--- src/rtl/jsu_pkg.sv ---
// ----------------------------------------------------------------------------
// JSON string unescape package
// Shared types, parse modes and the UTF-8 encoder.
// ----------------------------------------------------------------------------
package jsu_pkg;

    typedef enum logic [3:0] {
        M_PLAIN   = 4'd0,
        M_ESC     = 4'd1,
        M_HEX1    = 4'd2,
        M_HEX2    = 4'd3,
        M_HEX3    = 4'd4,
        M_HEX4    = 4'd5,
        M_WANT_BS = 4'd6,
        M_WANT_U  = 4'd7,
        M_LO1     = 4'd8,
        M_LO2     = 4'd9,
        M_LO3     = 4'd10,
        M_LO4     = 4'd11,
        M_DROP    = 4'd12
    } mode_t;

    localparam logic [7:0] CH_QUOTE = 8'h22;
    localparam logic [7:0] CH_BSL   = 8'h5C;
    localparam logic [7:0] CH_SLASH = 8'h2F;
    localparam logic [7:0] CH_B     = 8'h62;
    localparam logic [7:0] CH_F     = 8'h66;
    localparam logic [7:0] CH_N     = 8'h6E;
    localparam logic [7:0] CH_R     = 8'h72;
    localparam logic [7:0] CH_T     = 8'h74;
    localparam logic [7:0] CH_U     = 8'h75;
    localparam logic [7:0] CH_SPACE = 8'h20;

    localparam int MaxBytes = 4;

    // One input item's worth of results, at most four bytes.
    typedef struct packed {
        logic [MaxBytes-1:0][7:0] data;
        logic [2:0]               cnt;
        logic                     last;
        logic                     bad;
    } grp_t;

    typedef struct packed {
        logic       ok;
        logic [3:0] val;
    } hexd_t;

    typedef struct packed {
        logic [MaxBytes-1:0][7:0] data;
        logic [2:0]               cnt;
    } utf8_t;

    function automatic hexd_t hex_digit(input logic [7:0] b);
        hexd_t r;
        r = '0;
        if (b >= 8'h30 && b <= 8'h39) begin
            r.ok  = 1'b1;
            r.val = 4'(b - 8'h30);
        end else if (b >= 8'h61 && b <= 8'h66) begin
            r.ok  = 1'b1;
            r.val = 4'(b - 8'h57);
        end else if (b >= 8'h41 && b <= 8'h46) begin
            r.ok  = 1'b1;
            r.val = 4'(b - 8'h37);
        end
        return r;
    endfunction

    function automatic utf8_t utf8_enc(input logic [20:0] cp);
        utf8_t r;
        r = '0;
        if (cp < 21'h80) begin
            r.data[0] = cp[7:0];
            r.cnt     = 3'd1;
        end else if (cp < 21'h800) begin
            r.data[0] = {3'b110, cp[10:6]};
            r.data[1] = {2'b10, cp[5:0]};
            r.cnt     = 3'd2;
        end else if (cp < 21'h10000) begin
            r.data[0] = {4'b1110, cp[15:12]};
            r.data[1] = {2'b10, cp[11:6]};
            r.data[2] = {2'b10, cp[5:0]};
            r.cnt     = 3'd3;
        end else begin
            r.data[0] = {5'b11110, cp[20:18]};
            r.data[1] = {2'b10, cp[17:12]};
            r.data[2] = {2'b10, cp[11:6]};
            r.data[3] = {2'b10, cp[5:0]};
            r.cnt     = 3'd4;
        end
        return r;
    endfunction

endpackage

--- src/rtl/jsu_if.sv ---
// ----------------------------------------------------------------------------
// JSON string unescape channels
// Valid/ready channels for raw input bytes and unescaped result bytes.
// ----------------------------------------------------------------------------
interface jsu_in_if;
    logic       valid;
    logic       ready;
    logic [7:0] in_byte;
    logic       last_in;

    modport source (output valid, output in_byte, output last_in, input ready);
    modport sink (input valid, input in_byte, input last_in, output ready);
endinterface

interface jsu_out_if;
    logic       valid;
    logic       ready;
    logic [7:0] out_byte;
    logic       last_out;
    logic       invalid;

    modport source (output valid, output out_byte, output last_out, output invalid,
                    input ready);
    modport sink (input valid, input out_byte, input last_out, input invalid,
                  output ready);
endinterface

--- src/rtl/json_string_unescape_unit.sv ---
// ----------------------------------------------------------------------------
// JSON string unescape unit
// Unescapes a JSON string body byte by byte into UTF-8 with error marking.
// ----------------------------------------------------------------------------
// The first result byte of an item is registered and valid in the cycle after the item is taken.
// One input item is taken per cycle while each item yields at most one byte and the
// output is ready; an item that yields more bytes holds the input until its last byte
// is handed out, since the output stage hands out one byte per cycle while the output is ready.
// Reset: parse mode returns to plain bytes, escape state and output stage clear.
module json_string_unescape_unit
    import jsu_pkg::*;
(
    input  logic        clk,
    input  logic        rst_n,
    jsu_in_if.sink      in_ch,
    jsu_out_if.source   out_ch
);

    logic push;
    logic room;
    grp_t grp;

    jsu_decode u_decode (
        .clk   (clk),
        .rst_n (rst_n),
        .in_ch (in_ch),
        .room  (room),
        .push  (push),
        .grp   (grp)
    );

    jsu_serial u_serial (
        .clk    (clk),
        .rst_n  (rst_n),
        .push   (push),
        .grp    (grp),
        .room   (room),
        .out_ch (out_ch)
    );

    // An error result is always the single closing result of its string.
    assert property (@(posedge clk) disable iff (!rst_n)
        out_ch.valid && out_ch.invalid |-> out_ch.last_out && out_ch.out_byte == 8'h00)
    else $error("invalid result not closing the string");

    // With nothing pending the unit must take input.
    assert property (@(posedge clk) disable iff (!rst_n)
        !out_ch.valid |-> in_ch.ready)
    else $error("input stalled with empty output stage");

    // A result group never exceeds four bytes.
    assert property (@(posedge clk) disable iff (!rst_n)
        push |-> grp.cnt <= 3'd4)
    else $error("result group too large");

    // An accepted item with results shows a valid byte on the next cycle.
    assert property (@(posedge clk) disable iff (!rst_n)
        push && grp.cnt != 3'd0 |=> out_ch.valid)
    else $error("accepted results not presented");

endmodule

--- src/rtl/jsu_decode.sv ---
// ----------------------------------------------------------------------------
// JSON string unescape decoder
// Holds the parse state and turns one input byte into a group of results.
// ----------------------------------------------------------------------------
module jsu_decode
    import jsu_pkg::*;
(
    input  logic        clk,
    input  logic        rst_n,
    jsu_in_if.sink      in_ch,
    input  logic        room,
    output logic        push,
    output grp_t        grp
);

    mode_t       mode_reg, mode_next;
    logic [15:0] hex_reg, hex_next;
    logic [9:0]  hh_reg, hh_next;

    logic        err;
    logic        emit_cp;
    logic [20:0] cp;
    logic [15:0] acc;
    hexd_t       dig;
    utf8_t       enc;
    logic [7:0]  b;
    logic        last;

    assign in_ch.ready = room;
    assign push        = in_ch.valid && room;
    assign b           = in_ch.in_byte;
    assign last        = in_ch.last_in;
    assign dig         = hex_digit(b);
    assign acc         = {hex_reg[11:0], dig.val};

    always_comb
    begin
        err       = 1'b0;
        emit_cp   = 1'b0;
        cp        = {5'd0, acc};
        mode_next = mode_reg;
        hex_next  = hex_reg;
        hh_next   = hh_reg;
        grp       = '0;

        case (mode_reg)
            M_PLAIN:
            begin
                if (b == CH_BSL) begin
                    mode_next = M_ESC;
                end else if (b < CH_SPACE || b == CH_QUOTE) begin
                    err = 1'b1;
                end else begin
                    grp.data[0] = b;
                    grp.cnt     = 3'd1;
                end
            end
            M_ESC:
            begin
                mode_next = M_PLAIN;
                grp.cnt   = 3'd1;
                case (b)
                    CH_QUOTE: grp.data[0] = CH_QUOTE;
                    CH_BSL:   grp.data[0] = CH_BSL;
                    CH_SLASH: grp.data[0] = CH_SLASH;
                    CH_B:     grp.data[0] = 8'h08;
                    CH_F:     grp.data[0] = 8'h0C;
                    CH_N:     grp.data[0] = 8'h0A;
                    CH_R:     grp.data[0] = 8'h0D;
                    CH_T:     grp.data[0] = 8'h09;
                    CH_U:
                    begin
                        grp.cnt   = 3'd0;
                        hex_next  = '0;
                        mode_next = M_HEX1;
                    end
                    default:
                    begin
                        grp.cnt = 3'd0;
                        err     = 1'b1;
                    end
                endcase
            end
            M_WANT_BS:
            begin
                if (b == CH_BSL) mode_next = M_WANT_U;
                else err = 1'b1;
            end
            M_WANT_U:
            begin
                if (b == CH_U) begin
                    hex_next  = '0;
                    mode_next = M_LO1;
                end else begin
                    err = 1'b1;
                end
            end
            M_HEX1, M_HEX2, M_HEX3, M_LO1, M_LO2, M_LO3:
            begin
                if (!dig.ok) begin
                    err = 1'b1;
                end else begin
                    hex_next  = acc;
                    mode_next = mode_t'(4'(mode_reg) + 4'd1);
                end
            end
            M_HEX4:
            begin
                if (!dig.ok) begin
                    err = 1'b1;
                end else begin
                    hex_next = acc;
                    if (acc >= 16'hD800 && acc <= 16'hDBFF) begin
                        hh_next   = acc[9:0];
                        mode_next = M_WANT_BS;
                    end else if (acc >= 16'hDC00 && acc <= 16'hDFFF) begin
                        err = 1'b1;
                    end else begin
                        emit_cp   = 1'b1;
                        mode_next = M_PLAIN;
                    end
                end
            end
            M_LO4:
            begin
                if (!dig.ok) begin
                    err = 1'b1;
                end else begin
                    hex_next = acc;
                    if (acc >= 16'hDC00 && acc <= 16'hDFFF) begin
                        // Supplementary plane: 0x10000 + high half and low ten bits.
                        cp        = 21'h10000 + {1'b0, hh_reg, acc[9:0]};
                        emit_cp   = 1'b1;
                        mode_next = M_PLAIN;
                    end else begin
                        err = 1'b1;
                    end
                end
            end
            default:
            begin
                mode_next = M_DROP;
            end
        endcase

        enc = utf8_enc(cp);
        if (emit_cp) begin
            grp.data = enc.data;
            grp.cnt  = enc.cnt;
        end

        // A string that ends part way through an escape is malformed.
        if (!err && last && mode_next != M_PLAIN && mode_next != M_DROP) begin
            err = 1'b1;
        end

        if (err) begin
            grp.data  = '0;
            grp.cnt   = 3'd1;
            grp.bad   = 1'b1;
            grp.last  = 1'b1;
            mode_next = last ? M_PLAIN : M_DROP;
        end else if (last) begin
            grp.last  = 1'b1;
            mode_next = M_PLAIN;
        end

        if (last) begin
            hex_next = '0;
            hh_next  = '0;
        end
    end

    always_ff @(posedge clk or negedge rst_n)
    begin
        if (!rst_n) begin
            mode_reg <= M_PLAIN;
            hex_reg  <= '0;
            hh_reg   <= '0;
        end else if (push) begin
            mode_reg <= mode_next;
            hex_reg  <= hex_next;
            hh_reg   <= hh_next;
        end
    end

endmodule

--- src/rtl/jsu_serial.sv ---
// ----------------------------------------------------------------------------
// JSON string unescape output stage
// Registers a result group and hands its bytes out one per cycle while the output is ready.
// ----------------------------------------------------------------------------
module jsu_serial
    import jsu_pkg::*;
(
    input  logic        clk,
    input  logic        rst_n,
    input  logic        push,
    input  grp_t        grp,
    output logic        room,
    jsu_out_if.source   out_ch
);

    logic [MaxBytes-1:0][7:0] data_reg, data_next;
    logic [2:0]               rem_reg, rem_next;
    logic                     last_reg, last_next;
    logic                     bad_reg, bad_next;
    logic                     fire;

    assign fire            = (rem_reg != 3'd0) && out_ch.ready;
    assign room            = (rem_reg == 3'd0) || (rem_reg == 3'd1 && out_ch.ready);
    assign out_ch.valid    = rem_reg != 3'd0;
    assign out_ch.out_byte = data_reg[0];
    assign out_ch.last_out = last_reg && rem_reg == 3'd1;
    assign out_ch.invalid  = bad_reg;

    always_comb
    begin
        data_next = data_reg;
        rem_next  = rem_reg;
        last_next = last_reg;
        bad_next  = bad_reg;
        if (fire) begin
            data_next = {8'h00, data_reg[MaxBytes-1:1]};
            rem_next  = rem_reg - 3'd1;
        end
        // An item with no result leaves the stage untouched.
        if (push && grp.cnt != 3'd0) begin
            data_next = grp.data;
            rem_next  = grp.cnt;
            last_next = grp.last;
            bad_next  = grp.bad;
        end
    end

    always_ff @(posedge clk or negedge rst_n)
    begin
        if (!rst_n) begin
            rem_reg  <= '0;
            last_reg <= 1'b0;
            bad_reg  <= 1'b0;
        end else begin
            rem_reg  <= rem_next;
            last_reg <= last_next;
            bad_reg  <= bad_next;
        end
    end

    always_ff @(posedge clk)
    begin
        data_reg <= data_next;
    end

endmodule
--- src/flat_wrapper.sv ---
// flat-port wrapper written by rule: the top's interface ports become plain ports
module json_string_unescape_unit_flat import jsu_pkg::*;
  (clk, rst_n, in_ch_valid, in_ch_in_byte, in_ch_last_in, in_ch_ready, out_ch_valid, out_ch_out_byte, out_ch_last_out, out_ch_invalid, out_ch_ready);
  jsu_in_if in_ch_i ();
  jsu_out_if out_ch_i ();
  input  logic clk;
  input  logic rst_n;
  input wire logic [$bits(in_ch_i.valid)-1:0] in_ch_valid;
  input wire logic [$bits(in_ch_i.in_byte)-1:0] in_ch_in_byte;
  input wire logic [$bits(in_ch_i.last_in)-1:0] in_ch_last_in;
  output wire logic [$bits(in_ch_i.ready)-1:0] in_ch_ready;
  output wire logic [$bits(out_ch_i.valid)-1:0] out_ch_valid;
  output wire logic [$bits(out_ch_i.out_byte)-1:0] out_ch_out_byte;
  output wire logic [$bits(out_ch_i.last_out)-1:0] out_ch_last_out;
  output wire logic [$bits(out_ch_i.invalid)-1:0] out_ch_invalid;
  input wire logic [$bits(out_ch_i.ready)-1:0] out_ch_ready;
  assign in_ch_i.valid = in_ch_valid;
  assign in_ch_i.in_byte = in_ch_in_byte;
  assign in_ch_i.last_in = in_ch_last_in;
  assign in_ch_ready = in_ch_i.ready;
  assign out_ch_valid = out_ch_i.valid;
  assign out_ch_out_byte = out_ch_i.out_byte;
  assign out_ch_last_out = out_ch_i.last_out;
  assign out_ch_invalid = out_ch_i.invalid;
  assign out_ch_i.ready = out_ch_ready;
  json_string_unescape_unit u_core (.clk(clk), .rst_n(rst_n), .in_ch(in_ch_i), .out_ch(out_ch_i));
endmodule
--- config.mk ---
export PLATFORM = sky130hd
export DESIGN_NAME = json_string_unescape_unit_flat
export DESIGN_NICKNAME = d
export VERILOG_FILES = /design/src/rtl/jsu_pkg.sv /design/src/rtl/jsu_if.sv /design/src/rtl/json_string_unescape_unit.sv /design/src/rtl/jsu_decode.sv /design/src/rtl/jsu_serial.sv /design/src/flat_wrapper.sv
export SDC_FILE = /design/constraint.sdc
export NUM_CORES = 1
export LEC_CHECK = 0
export BUFFER_PORTS_ARGS = -buffer_cell sky130_fd_sc_hd__buf_4
export CORE_ASPECT_RATIO = 0.8
export CORE_MARGIN = 1.5
export CORE_UTILIZATION = 46
export DETAILED_ROUTE_END_ITERATION = 8
export MAX_ROUTING_LAYER = met4
export PLACE_DENSITY = 0.73
export SLEW_MARGIN = 40
export SYNTH_ARGS = -nofsm -noshare
export SYNTH_HDL_FRONTEND = slang
export SYNTH_SLANG_ARGS = --single-unit
--- constraint.sdc ---
create_clock -name clk -period 4.4 [get_ports clk]
set_input_delay 0.88 -clock clk [delete_from_list [all_inputs] [get_ports clk]]
set_output_delay 0.88 -clock clk [all_outputs]
set_load 0.01 [all_outputs]
[Word-level counts from Yosys, hierarchy flattened]
Cells that the tools add are included.
Word-level totals
  input bits: 13
  output and inout bits: 12
  flip-flop bits (word level): 63
Cells by class
  reduce and logical (&&, ||, !) cells: 33
  order comparisons: 14
  eq/ne operators: 24
  muxes and demuxes: 65
  $add $sub $neg: 6
Operators with widths (count)
  $mux 35: 2
  $mux 32: 2
  $mux 21: 3
  $eq 8x7->1 const B: 7
  $pmux 7 s8: 1
  $mux 4: 12
  $mux 10: 4
  $mux 12: 3
  $mux 11: 3
  $ge 16x16->1 const B: 2
  $le 16x16->1 const B: 2
  $pmux 4 s7: 1
  $mux 25: 1
  $mux 24: 1
  $pmux 12 s2: 1
  $pmux 11 s2: 1
  $add 17x20->21 const A: 1
  $lt 21x12->1 const B: 1
  $lt 21x17->1 const B: 1
  $lt 21x8->1 const B: 1
  $mux 1: 19
  $mux 19: 1
  $eq 4x3->1 const B: 4
  $eq 4x4->1 const B: 4
  35 further kinds: 64

[Longest topological paths before layout]
Gate-level depths: netlist of the first run.
  depth in word-level cells: 20
  mapped depth: 13
  gate-level depth less buffers: 10

[Modules after synthesis]
Synthesis of the first run repeated with hierarchy kept, for this count alone.
Second synthesis, totals
  cell total of the unflattened synthesis: 557
  area total of the unflattened synthesis: 4794.6 um2
By module, submodules not included
  jsu_decode: area each 3065.4 um2, times used 1, cells each 394
  jsu_serial: area each 1729.2 um2, times used 1, cells each 163

[Least setup slack after synthesis of the first run]
Ideal clock, no wire load.
  path type: input port to flip-flop
  start point: input port in_ch_in_byte[0]
  end point: register u_core.u_serial.data_reg[10] in the netlist's numbering, enable pin
  arrival: 3.704 ns
  path slack: 0.238 ns
  path buffers: 2
  stages: 12
  setup time: 0.458 ns
  data required time: 3.942 ns
  path through: inv_1 > ha_1 > or3b_1 > nand3_2 > nand2_1 > a221o_1 > a2111o_1 > o211ai_1 > and2_1 > buf_4 > buf_4 > nand2_1
On the way
  longest elaborated chain between the ends: 20
  elaborated cells between the ends (all ways): 87
  classes of those cells: add/sub (4); order compare (14); eq/ne (10); mux (43); reduce/logical (16)
Ends and longest elaborated chain
  start, declared: RTL line flat_wrapper.sv:9  | input wire logic [$bits(in_ch_i.in_byte)-1:0] in_ch_in_byte;
  parallel branches: the longest is 16 deep, another holds $add 17x20->21
  $mux 35 (*): RTL line jsu_decode.sv:157  | if (err) begin
  $reduce_bool 3->1 (*): RTL line jsu_serial.sv:40  | if (push && grp.cnt != 3'd0) begin
  $logic_and 1x1->1 (*): RTL line jsu_serial.sv:40
  $reduce_bool 2->1 (no source line) (*)
  end signal, assigned: RTL line jsu_serial.sv:63  | data_reg <= data_next;
  end, declared: RTL line jsu_serial.sv:16  | logic [MaxBytes-1:0][7:0] data_reg, data_next;
Every way passes the cells marked *.
A chain may end at the register's enable or synchronous reset.

[Final worst setup path of the first run]
  start point: input port in_ch_in_byte[0]
  end point: register u_core.u_serial.rem_reg[1]
On the way
  longest elaborated chain between the ends: 20
  elaborated cells between the ends (all ways): 88
  classes of those cells: add/sub (4); order compare (14); eq/ne (10); mux (44); reduce/logical (16)
Ends and longest elaborated chain
  parallel branches: the longest is 16 deep, another holds $add 17x20->21
  $mux 35 (*): RTL line jsu_decode.sv:157
  $reduce_bool 3->1: RTL line jsu_serial.sv:40
  $logic_and 1x1->1: RTL line jsu_serial.sv:40
  $mux 3 or $reduce_bool 2->1 (tied branches)
  end signal, assigned: RTL line jsu_serial.sv:55  | rem_reg <= rem_next;
  end, declared: RTL line jsu_serial.sv:17  | logic [2:0] rem_reg, rem_next;
Marked as above.

==> summary.txt, run 1 <==
Pwr
  – Peak supply drop: approximately 0.50 mV
  – PwrDens: about 530 nW/um^2
  – LEAKAGE: 1.85 nW

Setup path
  – Slowest CP cell: or4b_1
  – Worst r2r path cells: 12
  – R2r startpoint: u_core.u_decode.mode_reg[0]
  – WP depth: 11
  – Critical Path Sink Type: register
  – Worst-path maximum fanout: 14
  – Setup CP Type: input port to register
  – Startpoint Class: input port
  – Register-to-register setup slack: roughly 0.8 ns
  – Worst Setup EP: u_core.u_serial.rem_reg[1]
  – Critical path's top delay family: simple AND/OR/NAND/NOR gates
  – Crit Reg-Reg Endpoint: u_core.u_serial.rem_reg[1]
  – Req. time, crit path: between 4 and 5 ns
  – CP peak stage delay: between 0.5 and 0.6 ns
  – Crit path cell chain: buf_4 > inv_1 > ha_1 > or3b_1 > nand3_2 > nand2_1 > a221o_1 > a2111o_1 > o21a_4 > or4b_1 > a32oi_1
  – Crit path DAT: 4.09 ns
  – Crit path launch: in_ch_in_byte[0]
  – Critical path buffer and inverter count: 2

Layout
  – Largest register FFs: 21
  – Fraction of layout cells with a size suffix above 1: ~15%
  – Fin nets: 518
  – Area Overhead vs Synth: 12.3%
  – # diodes: 0
  – Area of the multi-input gates: approximately 2400 um^2
  – Commonest non-fill, non-tap cell in the layout: nand2_1
  – Commonest non-fill, non-tap cells in the layout: nand2_1, o21ai_0, buf_4
  – Area occupied by registers: 1650 um^2
  – Count of fill cells added during filler insertion: roughly 800

Global route
  – First-pass GRT wire length: 20100 um
  – Initial antenna violation count: 0
  – Pin count of the biggest net entering global routing: 32
  – Global-route usage over all layers: between 20% and 30%
  – Total gr overflow: 0
  – Vias in the first global route: 3771

Job
  – Max_cap viols: 0

Timing
  – Final Hold Viols: 0
  – Final min period: 3.86 ns
  – Worst slew margin: about 50%
  – RSZ-0062 raised after global routing: false
  – # setup viols final: 0
  – Crit share post-route: 87.7%
  – Tightest Pin Transition: 0.739 ns
  – Fmax: around 0.26 GHz
  – Total negative slack: 0 ns
  – Skew final: between 0.006 and 0.007 ns
  – Worst hold margin: just under 0.5 ns
  – Fin. max-slew vios: 0

Clock tree
  – CTS sink count: 60
  – CTS tree: built
  – Clk_lat worst skew: 0.33 ns
  – Num CTS Buffers: 9
  – Clock root buffer: clkbuf_16
  – Cts hold-fix bufs: 0
  – Setup bufs post-CTS: 0
  – H-tree levels: 3
  – Post_cts resized: 0
  – Clock slew at reported path FFs: roughly 0.06 ns
  – Deepest clock path buffer count: 2

Logic synthesis
  – Top FF cell, synth: dfrtp_1
  – Distinct cell type count after synthesis: just over 80
  – Post-Syn Instances: around 480
  – Yosys reg bits: 60
  – Syn avg cell area: about 9 um^2
  – Seq/Total Area, Yosys: between 30% and 40%
  – Number of flops mapped to enable cells by yosys: 29
  – Mapped cell area: approximately 4300 um^2
  – Mapped Nets: between 500 and 600
  – Async SR Flop Fraction: around half
  – Ys Warns: 0

Die
  – Num rows: 31
  – Starting density of the core: around 47%
  – Die ar.: between 9000 and 10000 um^2
  – I/O pins: 25
  – Die Wd: 111 um
  – Die height: slightly below 90 um
  – Core ar.: roughly 9000 um^2

Routing
  – DR vias: around 4000
  – Via/cell ratio: 6.68
  – Total Wirelength: approximately 13000 um
  – Drc violations: 0
  – Drt first-iter violations: approximately 530
  – Antenna Nets Post-Route: 0
  – Routed len/inst: between 20 and 25 um
  – 1st-pass router iterations: 6

Place
  – Detailed placement HPWL: between 9000 and 10000 um
  – RD Place Congestion: ~1
  – Port Buffers: 24

Status
  – Status: completed

Hold path
  – Hold Crit Class: input port to asynchronous set/reset pin
[per-layer routing]
| layer | global-route usage [%] | wire length, um |
|---|---|---|
| met3 | 5.76 | 1290 |
| met4 | 6.88 | 199 |
| met5 | - | 0 |
| met1 | 37.0 | 5540 |
| met2 | 42.0 | 5570 |
[cell usage after synthesis (6+ instances only)]
cell type | n | area, um^2
a221oi_1 | 6 | 52.6
nor2_1 | 24 | 90.1
a21oi_1 | 24 | 120
dfrtp_1 | 31 | 776
nand2_1 | 63 | 236
nand3_1 | 11 | 55.1
o211ai_1 | 7 | 52.6
ha_1 | 12 | 150
buf_4 | 12 | 90.1
inv_1 | 15 | 56.3
nor3_1 | 18 | 90.1
a22o_1 | 23 | 201
nand2b_1 | 7 | 43.8
clkbuf_1 | 13 | 48.8
o22ai_1 | 6 | 37.5
edfxtp_1 | 29 | 871
and2_1 | 8 | 50.1
o21ai_0 | 46 | 230
nor4_1 | 8 | 50.1
[per-stage QoR]
step	power (mW)	setup slack, ns	cells	instance area [um^2]	utilization [%]
after floorplan	1.62	0.238	477	4280	-
after global placement	1.88	0.371	597	4520	50.0
after detailed placement	1.91	0.277	597	4530	50.1
after CTS	2.55	0.613	613	4810	53.2
after global routing	2.70	0.427	613	4810	53.2
final	2.56	0.540	613	4810	53.2
[how the worst min path moves through the flow]
stage / start / to / slack (ns) / cells after the start
final: rst_n / u_core.u_serial.rem_reg[1] / 0.48 / 1
after floorplan: u_core.u_decode.hh_reg[0] / u_core.u_decode.hh_reg[0] / 0.45 / 2
after global routing: rst_n / u_core.u_serial.rem_reg[2] / 0.51 / 1
after CTS: rst_n / u_core.u_serial.rem_reg[1] / 0.50 / 1
after global placement: u_core.u_decode.hh_reg[0] / u_core.u_decode.hh_reg[0] / 0.48 / 2
after detailed placement: u_core.u_decode.hh_reg[2] / u_core.u_decode.hh_reg[2] / 0.51 / 2
[logic make-up after synthesis]
logic type,after synthesis,synth area share (%)
DFF,60,38.5
xor gates and xnor gates,4,0.819
and+or+nand+nor,179,22.8
muxes,5,1.20
AOI/OAI and AO/OA,167,27.5
buffers and inverters,50,5.76
adders and majority gates,12,3.51
[report_power, final]
part	switching [mW]	internal, mW	total (mW)
combinational	0.599	0.402	1.00
sequential	0.0956	0.826	0.922
clock	0.257	0.383	0.639
total	0.951	1.61	2.56
[layout make-up]
| cell class | instances | area share [%] |
|---|---|---|
| repair buffers | 37 | 5.78 |
| well taps | 115 | 2.99 |
| inverters | 18 | 1.41 |
| flip-flops and latches | 60 | 34.3 |
| clock inverters | 7 | 1.09 |
| clock buffers | 9 | 4.69 |
| multi-input cells | 367 | 49.8 |
No activity file was read; power rests on OpenSTA's default activity.
==> run 2: changes to the inputs <==
Settings changed: RECOVER_POWER from default to 100.
==> summary.txt, run 2 (synthesized netlist as in run 1, its figures left out) <==
Layout
  – Commonest non-fill, non-tap cell in the layout: nand2_1
  – Count of fill cells added during filler insertion: 835 (+2.6%)
  – Commonest non-fill, non-tap cells in the layout: nand2_1, o21ai_0, dfrtp_1
  – Area Overhead vs Synth: 10.6%
  – Largest register FFs: 21 (unchanged)
  – Final instance area: 4730 um^2 (-1.5%)
  – Fraction of layout cells with a size suffix above 1: 10.8% (-3.8 points)
  – Fin nets: 518 (unchanged)
  – # diodes: 0 (unchanged)

Pwr
  – LEAKAGE: 1.78 nW (-3.6%)
  – PwrDens: 527 nW/um^2 (-1.1%)
  – Peak supply drop: 0.481 mV (-3.8%)

Global route
  – GRT busiest layer: met2
  – Pin count of the biggest net entering global routing: 32 (unchanged)
  – Grt met1 use: 37.0% (unchanged)
  – Global-route usage over all layers: 27.2% (unchanged)
  – Total gr overflow: 0 (unchanged)
  – Vias in the first global route: 3771 (unchanged)
  – Met3 Track Usage GR: 5.76% (unchanged)
  – Met2 usage: 42.0% (unchanged)
  – Initial antenna violation count: 0 (unchanged)
  – First-pass GRT wire length: 20100 um (unchanged)

Timing
  – Fin. max-slew vios: 32 (+32)
  – Final Hold Viols: 0 (unchanged)
  – Final min period: 4.03 ns (+0.174 ns)
  – # setup viols final: 0 (unchanged)
  – RSZ-0062 raised after global routing: false
  – Total negative slack: 0 ns (unchanged)
  – Fmax: 0.248 GHz (-4.3%)
  – Worst slew margin: -18.3% (-69 points)
  – Tightest Pin Transition: 1.77 ns (+1.04 ns)
  – Crit share post-route: 91.7% (+3.9 points)
  – Skew final: 0.00605 ns (-0.000200 ns)

Setup path
  – Setup CP Type: input port to register
  – Critical Path Sink Type: register
  – Startpoint Class: input port
  – Worst-path maximum fanout: 14 (unchanged)
  – Crit path DAT: 4.21 ns (+0.12 ns)
  – Req. time, crit path: 4.57 ns (-0.06 ns)

Die
  – Starting density of the core: 47.3% (unchanged)
  – I/O pins: 25 (unchanged)
  – Die ar.: 9890 um^2 (unchanged)
  – Num rows: 31 (unchanged)
  – Core ar.: 9040 um^2 (unchanged)
  – Die Wd: 111 um (unchanged)
  – Die height: 89.3 um (unchanged)

Clock tree
  – CTS tree: built
  – Post_cts resized: 0 (unchanged)
  – Clock slew at reported path FFs: 0.06 ns (about the same)
  – Cts hold-fix bufs: 0 (unchanged)
  – Setup bufs post-CTS: 0 (unchanged)
  – CTS sink count: 60 (unchanged)
  – Clock root buffer: clkbuf_16
  – Deepest clock path buffer count: 2 (unchanged)
  – Clk_lat worst skew: 0.33 ns (about the same)
  – H-tree levels: 3 (unchanged)
  – Num CTS Buffers: 9 (unchanged)

Hold path
  – Hold Crit Class: register to register

Routing
  – Via/cell ratio: 6.62 (-0.78%)
  – Drc violations: 0 (unchanged)
  – Total Wirelength: 12600 um (+0.15%)
  – Routed len/inst: 20.6 um (+0.15%)
  – Antenna Nets Post-Route: 0 (unchanged)
  – Drt first-iter violations: 652 (+23%)
  – 1st-pass router iterations: 6 (unchanged)
  – DR vias: 4061 (-0.78%)

Place
  – Detailed placement HPWL: 9160 um (unchanged)
  – Port Buffers: 24 (unchanged)
  – Placed inst area: 4530 um^2 (unchanged)
  – RD Place Congestion: 0.991 (unchanged)

Status
  – Failing checks: max-capacitance violations, max-slew violations
  – Status: complete, but fails checks

Job
  – Max_cap viols: 1 (+1)
[run 2: changes by cell type in the layout (fill, tap and decap cells not counted), moves of 3 or more]
cell      before  now
and2_0         1    4
clkbuf_1       0   17
and2_1         8    5
buf_4         37   20
[run 2: critical path, cell delays in order]
cell and delay [ns]:
buf_4 0.14, inv_1 0.08, ha_1 0.21, or3b_1 0.41, nand3_1 0.33, nand2_1 0.25, a221o_1 0.42, a2111o_1 0.45
o21a_4 0.28, or4_1 0.56, o2bb2ai_1 0.18
[run 2: worst paths after layout]
path	cells past startpoint	to	start	slack [ns]
worst max-delay path	11	u_core.u_serial.out_ch.out_byte[3]	in_ch_in_byte[0]	0.37
worst min-delay path	1	u_core.u_serial.data_reg[8]	u_core.u_serial.data_reg[16]	0.54
worst max register to register	12	u_core.u_serial.out_ch.out_byte[3]	u_core.u_decode.mode_reg[0]	0.58
worst min register to register	1	u_core.u_serial.data_reg[8]	u_core.u_serial.data_reg[16]	0.54
max in group asynchronous	1	u_core.u_decode.hh_reg[5]	rst_n	2.35
min in group asynchronous	1	u_core.u_serial.rem_reg[2]	rst_n	1.01
[run 2: report_power, final]
part / switching, mW / internal (mW) / total [mW] / leakage (nW)
sequential: 0.0943 / 0.826 / 0.920 / 0.710
combinational: 0.597 / 0.336 / 0.933 / 0.934
clock: 0.259 / 0.383 / 0.642 / 0.136
total: 0.950 / 1.54 / 2.49 / 1.78
[run 2: layout make-up]
cell class	instances	area, um^2	area share (%)
clock buffers	9	225	4.76
clock inverters	7	52.6	1.11
inverters	18	67.6	1.43
multi-input cells	367	2380	50.4
flip-flops and latches	60	1650	34.8
well taps	115	144	3.04
repair buffers	37	214	4.52
[run 2: per-stage QoR]
stage	setup slack, ns	power, mW	instances	util [%]	hold slack, ns
4_1_cts	0.613	2.55	613	53.2	0.497
3_5_place_dp	0.277	1.91	597	50.1	0.506
3_3_place_gp	0.371	1.88	597	50.0	0.478
2_1_floorplan	0.238	1.62	477	-	0.446
6_report	0.366	2.49	613	52.4	0.537
5_1_grt	0.226	2.63	613	52.4	0.556
[run 2: metal layers]
| metal | vias up | share of wire [%] |
|---|---|---|
| met5 | - | 0 |
| met4 | 0 | 1.5 |
| met3 | 19 | 11 |
| met2 | 224 | 44 |
| met1 | 1954 | 43 |
| li1 | 1864 | - |
==> run 3: changes to the inputs <==
Clock period 4.4 ns to 5.1 ns, I/O delays scaled along.
==> summary.txt, run 3 (synthesized netlist as in run 1, its figures left out) <==
Status
  – Status: complete, but fails checks
  – Failing checks: max-capacitance violations, max-slew violations

Timing
  – Worst slew margin: -20.7% (-2.4 points)
  – # setup viols final: 0 (unchanged)
  – Total negative slack: 0 ns (unchanged)
  – Final Hold Viols: 0 (unchanged)
  – Crit share post-route: between 80 and 90%
  – Tightest Pin Transition: 1.81 ns (+0.0357 ns)
  – Final min period: approximately 4.4 ns
  – RSZ-0062 raised after global routing: false
  – Fin. max-slew vios: 32 (unchanged)
  – Skew final: 0.00901 ns (+0.00296 ns)
  – Fmax: 0.225 GHz

Die
  – I/O pins: 25 (unchanged)
  – Die height: 89.3 um (unchanged)
  – Die ar.: 9890 um^2 (unchanged)
  – Core ar.: 9040 um^2 (unchanged)
  – Num rows: 31 (unchanged)
  – Starting density of the core: 47.3% (unchanged)
  – Die Wd: 111 um (unchanged)

Global route
  – Total gr overflow: 0 (unchanged)
  – Initial antenna violation count: 0 (unchanged)
  – Global-route usage over all layers: 26.9% (-0.32 points)
  – Vias in the first global route: 3744 (-0.72%)
  – First-pass GRT wire length: 19800 um (-1.5%)
  – Pin count of the biggest net entering global routing: 32 (unchanged)

Place
  – Placed insts: 594 (-0.50%)
  – Port Buffers: 24 (unchanged)
  – Detailed placement HPWL: 8820 um (-3.8%)
  – RD Place Congestion: 0.991 (about the same)

Setup path
  – Worst-path maximum fanout: 25 (+11)
  – Critical Path Sink Type: register
  – Crit path DAT: 4.66 ns (+0.45 ns)
  – Req. time, crit path: 5.32 ns (+0.75 ns)
  – Startpoint Class: register
  – Crit path cell chain: inv_1 > ha_1 > nor4b_1 > a221oi_1 > clkbuf_1 > nor3_1 > o22ai_1 > a311o_1 > o41ai_1 > and2_0 > buf_4 > mux2_2
  – CP peak stage delay: 0.62 ns (+0.06 ns)
  – Register-to-register setup slack: 0.66 ns (+0.08 ns)
  – Slowest CP cell: nor3_1
  – Setup CP Type: register to register

Job
  – Max_cap viols: 1 (unchanged)

Routing
  – DR vias: 4123 (+1.5%)
  – Antenna Nets Post-Route: 0 (unchanged)
  – Routed len/inst: 20.5 um (-0.30%)
  – 1st-pass router iterations: 7 (+1)
  – Via/cell ratio: 6.76 (+2.0%)
  – Total Wirelength: 12500 um (-0.78%)
  – Drc violations: 0 (unchanged)
  – Drt first-iter violations: 630 (-3.4%)

Layout
  – Non-Filler Instances: 610 (-0.49%)
  – Fin nets: 515 (-0.58%)
  – Fraction of layout cells with a size suffix above 1: 10.1% (-0.74 points)
  – Final core occ: 52.3% (about the same)
  – Count of fill cells added during filler insertion: 839 (+0.48%)
  – # diodes: 0 (unchanged)
  – Commonest non-fill, non-tap cell in the layout: nand2_1
  – Commonest non-fill, non-tap cells in the layout: nand2_1, o21ai_0, dfrtp_1
  – Area Overhead vs Synth: 10.6% (about the same)
  – Largest register FFs: 21 (unchanged)

Pwr
  – Peak supply drop: 0.391 mV (-19%)
  – PwrDens: 466 nW/um^2 (-12%)
  – LEAKAGE: 1.78 nW (about the same)

Clock tree
  – CTS tree: built
  – CTS sink count: 60 (unchanged)
  – Clock root buffer: clkbuf_16
  – Num CTS Buffers: 9 (unchanged)
  – Setup bufs post-CTS: 0 (unchanged)
  – H-tree levels: 3 (unchanged)
  – Clk_lat worst skew: 0.34 ns (about the same)
  – Post_cts resized: 0 (unchanged)
  – Cts hold-fix bufs: 0 (unchanged)
  – Clock slew at reported path FFs: 0.06 ns (about the same)
  – Deepest clock path buffer count: 2 (unchanged)

Hold path
  – Hold Crit Class: register to register
## run 3: area by class of cell
class                   instances  area [um^2]  area share, %
inverters                      18         67.6           1.43
clock buffers                   9          225           4.76
multi-input cells             367         2380           50.3
repair buffers                 34          191           4.05
flip-flops and latches         60         1650           34.8
well taps                     115          144           3.04
clock inverters                 7         75.1           1.59
## run 3: per-layer routing
| metal | GRT usage, % | vias to the layer above | share of wire, % | wire, um |
|---|---|---|---|---|
| met5 | - | - | 0 | 0 |
| met4 | 11.5 | 0 | 3.4 | 429 |
| met3 | 7.12 | 49 | 12 | 1460 |
| met2 | 38.5 | 296 | 41 | 5190 |
| met1 | 36.2 | 1915 | 43 | 5440 |
| li1 | - | 1863 | - | - |
## run 3: where the power goes
part / switching (mW) / internal, mW
sequential: 0.0782 / 0.711
combinational: 0.504 / 0.290
clock: 0.238 / 0.380
## run 3: worst max-delay path, delay by kind of cell, from the launching register on
kind	cells	cell delay (ns)
mux	1	0.36
fa+ha+maj	1	0.31
simple gates	3	1.13
flops	1	0.49
buf+inv	3	0.68
compound gates	4	1.33
## run 3: path summary, 6_finish.rpt
path / start / end / cells past startpoint
max in group asynchronous: rst_n / u_core.u_decode.hex_reg[6] / 1
worst max-delay path: u_core.u_decode.mode_reg[1] / u_core.u_serial.last_reg / 12
worst min-delay path: u_core.u_serial.last_reg / u_core.u_serial.last_reg / 1
min in group asynchronous: rst_n / u_core.u_serial.rem_reg[2] / 1
worst min register to register: u_core.u_serial.last_reg / u_core.u_serial.last_reg / 1
worst max register to register: u_core.u_decode.mode_reg[1] / u_core.u_serial.last_reg / 12
## run 3: through the flow
| step | total power, mW | setup slack [ns] | cell area [um^2] | hold WS, ns |
|---|---|---|---|---|
| after floorplan | 1.40 | 0.798 | 4280 | 0.446 |
| after global placement | 1.59 | 0.694 | 4490 | 0.490 |
| after detailed placement | 1.61 | 0.624 | 4500 | 0.494 |
| after CTS | 2.23 | 0.808 | 4800 | 0.507 |
| after global routing | 2.31 | 0.273 | 4730 | 0.533 |
| final | 2.20 | 0.660 | 4730 | 0.515 |
